**src/hdl/ldrt_pkg.sv**
```systemverilog
// Shared constants for the longest distinct run tracker.
// No dependencies; used by the top level.
package ldrt_pkg;

  localparam int unsigned ValueW = 32;
  localparam int unsigned LenW   = 7;

endpackage

```
**src/hdl/ldrt_cell.sv**
```systemverilog
// One window cell: holds one stored word, shifts it on to the next cell
// and compares it against the incoming key. No package dependencies.
module ldrt_cell #(
  parameter int unsigned ValueBits = 32,
  parameter int unsigned RunW      = 7,
  parameter int unsigned Index     = 0
) (
  input  logic                 clk_i,
  input  logic                 shift_i,
  input  logic [ValueBits-1:0] data_i,
  input  logic [ValueBits-1:0] key_i,
  input  logic [RunW-1:0]      run_i,
  output logic [ValueBits-1:0] data_o,
  output logic                 match_o
);

  logic [ValueBits-1:0] value_q;
  logic [ValueBits-1:0] value_d;
  logic                 live;

  // cells below the run length hold live entries (cell 0 is the newest)
  assign live    = RunW'(Index) < run_i;
  assign match_o = live && (value_q == key_i);
  assign data_o  = value_q;
  assign value_d = shift_i ? data_i : value_q;

  always_ff @(posedge clk_i) begin
    value_q <= value_d;
  end

endmodule

```
**src/hdl/longest_distinct_run_tracker_unit.sv**
```systemverilog
// The result word is registered directly from the input word as it is taken.
// Throughput: one word per cycle; the cell chain compares every window entry
// in the same cycle and shifts the new word in as the words are taken.
// A result waiting in the output register stalls the input side until it is taken.
// Reset clears run length, maximum, overflow and output valid; window empty.
module longest_distinct_run_tracker_unit #(
  parameter int unsigned WINDOW     = 64,
  parameter int unsigned VALUE_BITS = 32
) (
  input  logic                          clk_i,
  input  logic                          rst_ni,
  input  logic                          in_valid_i,
  output logic                          in_ready_o,
  input  logic [ldrt_pkg::ValueW-1:0]   value_i,
  input  logic                          start_new_i,
  output logic                          out_valid_o,
  input  logic                          out_ready_i,
  output logic [ldrt_pkg::LenW-1:0]     run_length_o,
  output logic [ldrt_pkg::LenW-1:0]     max_length_o,
  output logic                          overflow_o
);

  localparam int unsigned RunW = $clog2(WINDOW + 1);
  localparam int unsigned IdxW = $clog2(WINDOW);
  localparam int unsigned LenW = ldrt_pkg::LenW;

  logic [VALUE_BITS-1:0] key;
  logic                  accept;

  logic [RunW-1:0] run_q, run_d, run_base, run_new;
  logic [RunW-1:0] best_q, best_d, best_base;
  logic            ovf_q, ovf_d, ovf_base;
  logic            out_valid_q, out_valid_d;

  logic [LenW-1:0] run_len_q, run_len_d;
  logic [LenW-1:0] max_len_q, max_len_d;
  logic            ovf_out_q, ovf_out_d;

  logic [VALUE_BITS-1:0] chain [WINDOW+1];
  logic [WINDOW-1:0]     match;
  logic                  hit;
  logic [IdxW-1:0]       hit_idx;

  logic [LenW+RunW-1:0] run_ext, best_ext;

  generate
    if (VALUE_BITS <= ldrt_pkg::ValueW) begin : g_key_narrow
      assign key = value_i[VALUE_BITS-1:0];
    end else begin : g_key_wide
      assign key = {{(VALUE_BITS - ldrt_pkg::ValueW){1'b0}}, value_i};
    end
  endgenerate

  assign in_ready_o = !out_valid_q || out_ready_i;
  assign accept     = in_valid_i && in_ready_o;

  // start word: compare against an empty window
  assign run_base  = start_new_i ? '0 : run_q;
  assign best_base = start_new_i ? '0 : best_q;
  assign ovf_base  = start_new_i ? 1'b0 : ovf_q;

  assign chain[0] = key;

  for (genvar j = 0; j < WINDOW; j++) begin : g_cell
    ldrt_cell #(
      .ValueBits(VALUE_BITS),
      .RunW     (RunW),
      .Index    (j)
    ) u_cell (
      .clk_i  (clk_i),
      .shift_i(accept),
      .data_i (chain[j]),
      .key_i  (key),
      .run_i  (run_base),
      .data_o (chain[j+1]),
      .match_o(match[j])
    );
  end

  // entries are distinct, so at most one cell matches
  always_comb begin
    hit_idx = '0;
    for (int j = 0; j < WINDOW; j++) begin
      if (match[j]) begin
        hit_idx = hit_idx | IdxW'(j);
      end
    end
  end

  assign hit = |match;

  always_comb begin
    ovf_d = ovf_base;
    if (hit) begin
      run_new = RunW'(hit_idx) + RunW'(1);
    end else if (run_base == RunW'(WINDOW)) begin
      run_new = run_base;
      ovf_d   = 1'b1;
    end else begin
      run_new = run_base + RunW'(1);
    end
    best_d = (run_new > best_base) ? run_new : best_base;
  end

  assign run_d = run_new;

  assign run_ext  = {{LenW{1'b0}}, run_new};
  assign best_ext = {{LenW{1'b0}}, best_d};

  assign run_len_d = accept ? run_ext[LenW-1:0]  : run_len_q;
  assign max_len_d = accept ? best_ext[LenW-1:0] : max_len_q;
  assign ovf_out_d = accept ? ovf_d : ovf_out_q;

  assign out_valid_d = accept ? 1'b1 : (out_valid_q && !out_ready_i);

  always_ff @(posedge clk_i or negedge rst_ni) begin
    if (!rst_ni) begin
      run_q       <= '0;
      best_q      <= '0;
      ovf_q       <= 1'b0;
      out_valid_q <= 1'b0;
    end else begin
      out_valid_q <= out_valid_d;
      if (accept) begin
        run_q  <= run_d;
        best_q <= best_d;
        ovf_q  <= ovf_d;
      end
    end
  end

  always_ff @(posedge clk_i) begin
    run_len_q <= run_len_d;
    max_len_q <= max_len_d;
    ovf_out_q <= ovf_out_d;
  end

  assign out_valid_o  = out_valid_q;
  assign run_length_o = run_len_q;
  assign max_length_o = max_len_q;
  assign overflow_o   = ovf_out_q;

endmodule
```
**config.mk**
```make
export PLATFORM = sky130hd
export DESIGN_NAME = longest_distinct_run_tracker_unit
export DESIGN_NICKNAME = d
export VERILOG_FILES = /design/src/hdl/ldrt_pkg.sv /design/src/hdl/ldrt_cell.sv /design/src/hdl/longest_distinct_run_tracker_unit.sv
export SDC_FILE = /design/constraint.sdc
export NUM_CORES = 2
export LEC_CHECK = 0
export BUFFER_PORTS_ARGS = -buffer_cell sky130_fd_sc_hd__buf_2
export CORE_MARGIN = 1.5
export CORE_UTILIZATION = 37
export DETAILED_ROUTE_END_ITERATION = 10
export PLACE_DENSITY_LB_ADDON = 0.15
export SKIP_CTS_REPAIR_TIMING = 1
export SLEW_MARGIN = 20
export SYNTH_ARGS = -nofsm -noshare
export SYNTH_HDL_FRONTEND = slang
export SYNTH_SLANG_ARGS = --single-unit
```
**constraint.sdc**
```tcl
create_clock -name clk_i -period 135.4 [get_ports clk_i]
set_clock_uncertainty 0.1 [all_clocks]
set_input_delay 6.77 -clock clk_i [delete_from_list [all_inputs] [get_ports clk_i]]
set_output_delay 6.77 -clock clk_i [all_outputs]
set_load 0.02 [all_outputs]
```
## Word-level counts from Yosys, hierarchy flattened

Index checks and enable logic that the tools add are counted.

| operators by class | value |
|---|---|
| mux-type cells | 74 |
| equal/unequal tests | 65 |
| order comparisons | 65 |
| add/subtract/negate cells | 2 |
| reductions and logical operators | 70 |

Operators by type and width:

| operator | count |
|---|---|
| 32-bit == test | 64 |
| 6-bit by 7-bit < comparator with 1-bit output (first input constant) | 32 |
| 6-bit 2-to-1 mux | 32 |
| 5-bit by 7-bit < comparator with 1-bit output (first input constant) | 16 |
| 5-bit 2-to-1 mux | 16 |
| 1-bit logical AND | 66 |
| 64-bit OR reduction | 1 |
| 4-bit by 7-bit < comparator with 1-bit output (first input constant) | 8 |
| 7-bit 2-to-1 mux | 6 |
| 4-bit 2-to-1 mux | 8 |
| 3-bit by 7-bit < comparator with 1-bit output (first input constant) | 4 |
| 1-bit by 7-bit < comparator with 1-bit output (first input constant) | 2 |
| 2-bit by 7-bit < comparator with 1-bit output (first input constant) | 2 |
| 3-bit 2-to-1 mux | 4 |
| 6-bit by 1-bit adder with 7-bit output (second input constant) | 1 |
| 7-bit by 1-bit adder with 7-bit output (second input constant) | 1 |
| 7-bit == test (second input constant) | 1 |
| 7-bit greater-than comparator | 1 |
| 1-bit 2-to-1 mux | 6 |
| 2-bit 2-to-1 mux | 2 |
| 1-bit logical NOT | 2 |
| 1-bit logical OR | 1 |

| word-level totals | value |
|---|---|
| input bits | 37 |
| logic and storage cells | 347 |
| flip-flop bits (word level) | 2,079 |
| output and inout port bits | 17 |

## Depth between registers and ports, before layout

| logic depth | value |
|---|---|
| depth in word-level cells | 70 |
| mapped depth | 28 |

## By module

A second synthesis with hierarchy kept.

| second synthesis, totals | value |
|---|---|
| cell total of the unflattened synthesis | 5,165 |
| area total of the unflattened synthesis | 87,914.3 µm² |

Modules (own cells, without submodules):

| module | times used | cells each | area an instance (µm²) |
|---|---|---|---|
| ldrt_cell (g_cell[17].u_cell ...) | 4 | 77 | 1,352.5 |
| ldrt_cell (g_cell[38].u_cell ...) | 4 | 77 | 1,348.8 |
| ldrt_cell (g_cell[0].u_cell ...) | 4 | 77 | 1,323.8 |
| ldrt_cell (g_cell[21].u_cell ...) | 3 | 77 | 1,353.8 |
| ldrt_cell (g_cell[1].u_cell ...) | 3 | 77 | 1,351.3 |
| ldrt_cell (g_cell[33].u_cell ...) | 3 | 77 | 1,346.3 |
| ldrt_cell (g_cell[14].u_cell ...) | 3 | 77 | 1,328.8 |
| ldrt_cell (g_cell[13].u_cell ...) | 3 | 77 | 1,327.5 |
| ldrt_cell (g_cell[15].u_cell ...) | 3 | 76 | 1,321.3 |
| ldrt_cell (g_cell[20].u_cell ...) | 2 | 78 | 1,352.5 |
| ldrt_cell (g_cell[22].u_cell ...) | 2 | 77 | 1,350.0 |
| ldrt_cell (g_cell[48].u_cell ...) | 2 | 77 | 1,347.5 |
| ldrt_cell (g_cell[16].u_cell ...) | 2 | 76 | 1,336.3 |
| ldrt_cell (g_cell[27].u_cell ...) | 2 | 76 | 1,323.8 |
| +25 rows | - | - | - |

## Worst setup path after synthesis

No wires, ideal clock.

| path | value |
|---|---|
| path kind | input -> register |
| from | input port out_ready_i |
| to | register best_q[0] |
| data required time | 135.117 ns |
| buffers on the path | 0 |
| setup slack | 76.167 ns |
| arrival | 58.950 ns |
| cell stages on the path | 5 |
| path through | nand2b_1 -> nand2_1 -> inv_1 -> o21ai_0 -> a22o_1 |

| on the way | value |
|---|---|
| longest elaborated chain between the ends | 2 |

RTL lines:

| what | RTL line | text |
|---|---|---|
| start: declaration | longest_distinct_run_tracker_unit.sv:17 | `input logic out_ready_i,` |
| 1-bit logical OR | longest_distinct_run_tracker_unit.sv:54 | `assign in_ready_o = !out_valid_q \|\| out_ready_i;` |
| 1-bit logical AND | longest_distinct_run_tracker_unit.sv:55 | `assign accept = in_valid_i && in_ready_o;` |
| via accept | longest_distinct_run_tracker_unit.sv:28 | `logic accept;` |
| end signal: assignment | longest_distinct_run_tracker_unit.sv:126 | `best_q <= best_d;` |
| end: declaration | longest_distinct_run_tracker_unit.sv:31 | `logic [RunW-1:0] best_q, best_d, best_base;` |

The timed path passes the listed nets, and every way through them passes these cells.
A chain may end at the register's enable or synchronous reset.

## Final worst setup path

| path | value |
|---|---|
| from | input port out_ready_i |
| to | output port in_ready_o |

| on the way | value |
|---|---|
| longest elaborated chain between the ends | 1 |

RTL lines:

| what | RTL line | text |
|---|---|---|
| 1-bit logical OR | longest_distinct_run_tracker_unit.sv:54 |  |
| end: declaration | longest_distinct_run_tracker_unit.sv:13 | `output logic in_ready_o,` |

Every way passes these cells.

==> results.tsv <==
metric	value	unit
Gate power share	0.078	
GRT met2 Usage	0.387	
Critical Path Fanout Max	3	
Startpoint Class	input pin	
P_leak	0.0337	uW
number of nets in the layout	5763	
Placed Cells	8677	
mux share of post-synthesis cell area	0.00127	
Worst Max-Slew Pin Slew	1.23	ns
share of cells above drive strength 1	0.0914	
VDD IR max	0.0118	mV
first-pass GRT wire length	399000	um
Rows	180	
cell-by-cell listing of the critical path	buf_2, nand2b_1, buf_2	
most frequent cells in the layout	2063 x edfxtp_1, 1741 x xor2_1, 495 x nor4_1	
Avg WL per Cell	31.8	um
Die Span Y	495	um
setup violators final	0	
worst-case clock buffer depth	3	
initial antenna violation count	8	
GRT busiest layer	met2	
Total GRT Usage	0.234	
largest cells by area after synthesis	edfxtp_1 69%, xor2_1 17%, nor4_1 3.6%	
Antenna Nets Post-Route	0	
synthesized instance count	5558	
Ports	54	
register area share after synthesis	0.697	
core area	241000	sq um
IO Port Bufs	53	
GR Overflow Total	0	
met3 global-route usage	0.0353	
CP startpoint	out_ready_i	
fmax	0.0711	GHz
Synthesized Nets	5603	
Starting DRT DRC Count	5327	
reg-to-reg critical path startpoint	run_q[6]$_DFFE_PN0P_	
clk_lat worst skew	0.87	ns
delay-heaviest family, CP	buffers and inverters	
Max Cap Violations	0	
Max stage delay cell, worst path	buf_2	
RSZ-0062 raised after global routing	no	
drc violations	0	
Synth cell types	70	
DR vias	48500	
Initial Util	0.372	
Slew headroom	0.173	
clock-pin slew on the worst setup and hold paths	0.06	ns
Worst Setup End Kind	output pin	
Synth area leader	edfxtp_1	
Final Cell Area	100000	sq um
Crit Path Category	in2out	
Post-DP Area	93000	sq um
Pwr Density	15.2	nW/um^2
EDFF count, synth	2063	
CP Buf/Inv Count	2	
Slew Viols, Final	0	
crit-path most repeated cell	buf_2	
Min Hold Slack	0.316	ns
max incr delay on CP	0.17	ns
Num CTS Buffers	224	
area of the mapped netlist	89500	sq um
largest net degree at the start of global routing	181	
Finished Layout Cells	9098	
Worst Hold Class	reg2reg	
outcome	finished, final reports clean	
Setup TNS	0	ns
Synth Flop Type	edfxtp_1	
YS warnings	0	
Power, Total	1520	uW
sw frac	0.251	
number of global-route vias before repair	48900	
final WL	289000	um
average vias per placed instance	5.33	
TritonRoute pass-1 iters	5	
Compound-Gate Fraction of Synth Area	0.00877	
async set-or-reset flop fraction in the synthesized netlist	0.00770	
syn avg cell area	16.1	sq um
post-synthesis adder-cell area fraction	0.00112	
Area Overhead vs Synth	12.1	%
HP Start	g_cell[54].u_cell.data_o[19]$_DFFE_PP_	
post-synthesis simple-gate area fraction	0.0680	
Post-Synth XOR/XNOR Area	0.201	
Worst Path Arrival	7.19	ns
Psw	382	uW
Int Pwr	1140	uW
Root Buffer	clkbuf_16	
most common cell after layout, fill and taps aside	edfxtp_1	
clock power share	0.407	
Hold Vio Cnt, Final	0	
area fraction of the dominant cell type after synthesis	0.692	
met1 usage in global routing	0.322	
Worst Path Required	128.53	ns
Final HPWL DP	197000	um
TritonCTS Sinks	2079	
die area	245000	sq um
gpl congestion	0.907	
Period minus WS final	14.06	ns
largest family of logic cells by synthesized area	XOR/XNOR gates	
flops & latches, synth	2079	
CTS H-tree lvls	4	
die width	495	um
CTS tree	built	
crit share post-route	0.104	
Reg power frac	0.515	
synth_stat cells, types with 3 or more instances:
library cell	instances
edfxtp_1	2063
xor2_1	1741
nor4_1	508
xnor2_1	314
nand4_1	173
buf_4	131
nand2_1	117
buf_6	75
nor3_1	67
nor2_1	61
nand3_1	51
buf_2	32
o21ai_0	19
dfrtp_1	16
inv_1	13
a21oi_1	9
or4_1	9
ha_1	8
nand2b_1	8
o21ai_1	8
o31ai_1	8
clkbuf_1	7
nand4b_1	7
and3_1	6
o2111ai_1	6
o211ai_1	6
a41oi_1	5
mux2i_1	5
nor2b_1	5
nor4_2	5
a21o_1	4
or3_1	4
a2111o_1	3
a2111oi_0	3
a2111oi_2	3
a211oi_1	3
and4b_1	3
mux2_2	3
o21a_1	3
o21bai_1	3
o31a_1	3
or2_1	3
per-layer routing:
metal / wire length, um / up-vias / part of all wire
li1: - / 20900 / -
met1: 126000 / 25400 / 0.43
met2: 140000 / 1779 / 0.48
met3: 16900 / 367 / 0.058
met4: 6900 / 6 / 0.024
met5: 201 / - / 0.00069
state kept, by name, summed over array words and instances (netlist names):
register              flops
run_length_o              7
max_length_o              7
ovf_q                     1
run_q                     7
overflow_o                1
g_cell.u_cell.data_o   2048
best_q                    7
out_valid_o               1
power by group through the flow:
stage          Sequential [uW]  Clock, uW  Combinational, uW
2_1_floorplan              855          0               79.8
3_3_place_gp               799          0                120
3_5_place_dp               798          0                120
4_1_cts                    786        629                120
5_1_grt                    789        649                127
6_report                   785        620                119
metrics by stage:
step,setup slack (ns),utilization
floorplan,76.17,-
global placement,120.90,0.387
detailed placement,120.99,0.387
CTS,121.34,0.417
global route,121.31,0.417
finish,121.34,0.417
cell type report:
cell class              count  area, sq um
diodes                      4         10.0
clock buffers             273         5810
clock inverters           144         1500
fillers                 21800       140000
inverters                  13         56.3
multi-input cells        3220        25200
flip-flops and latches   2079        62300
well taps                3185         3990
repair buffers            180         1460
path summary, 6_finish.rpt:
kind / end / slack, ns / cells past startpoint
setup reg to reg: best_q[1]$_DFFE_PN0P_ / 127.73 / 20
hold / removal: g_cell[55].u_cell.data_o[19]$_DFFE_PP_ / 0.32 / 0
max in group asynchronous: run_q[5]$_DFFE_PN0P_ / 129.10 / 1
setup / recovery: in_ready_o / 121.34 / 3
hold reg to reg: g_cell[55].u_cell.data_o[19]$_DFFE_PP_ / 0.32 / 0
min in group asynchronous: best_q[5]$_DFFE_PN0P_ / 5.74 / 1
cells by family (layout without fill, tap and decap cells):
kind of cell | after synthesis | in the layout
XOR/XNOR | 2055 | 2055
buffers and inverters | 259 | 610
AO/OA/AOI/OAI | 102 | 102
other | 0 | 4
flip-flops | 2079 | 2079
adder cells (fa/ha/maj) | 8 | 8
AND/OR/NAND/NOR | 1045 | 1045
multiplexers | 10 | 10
No activity file was read; power rests on OpenSTA's default activity.
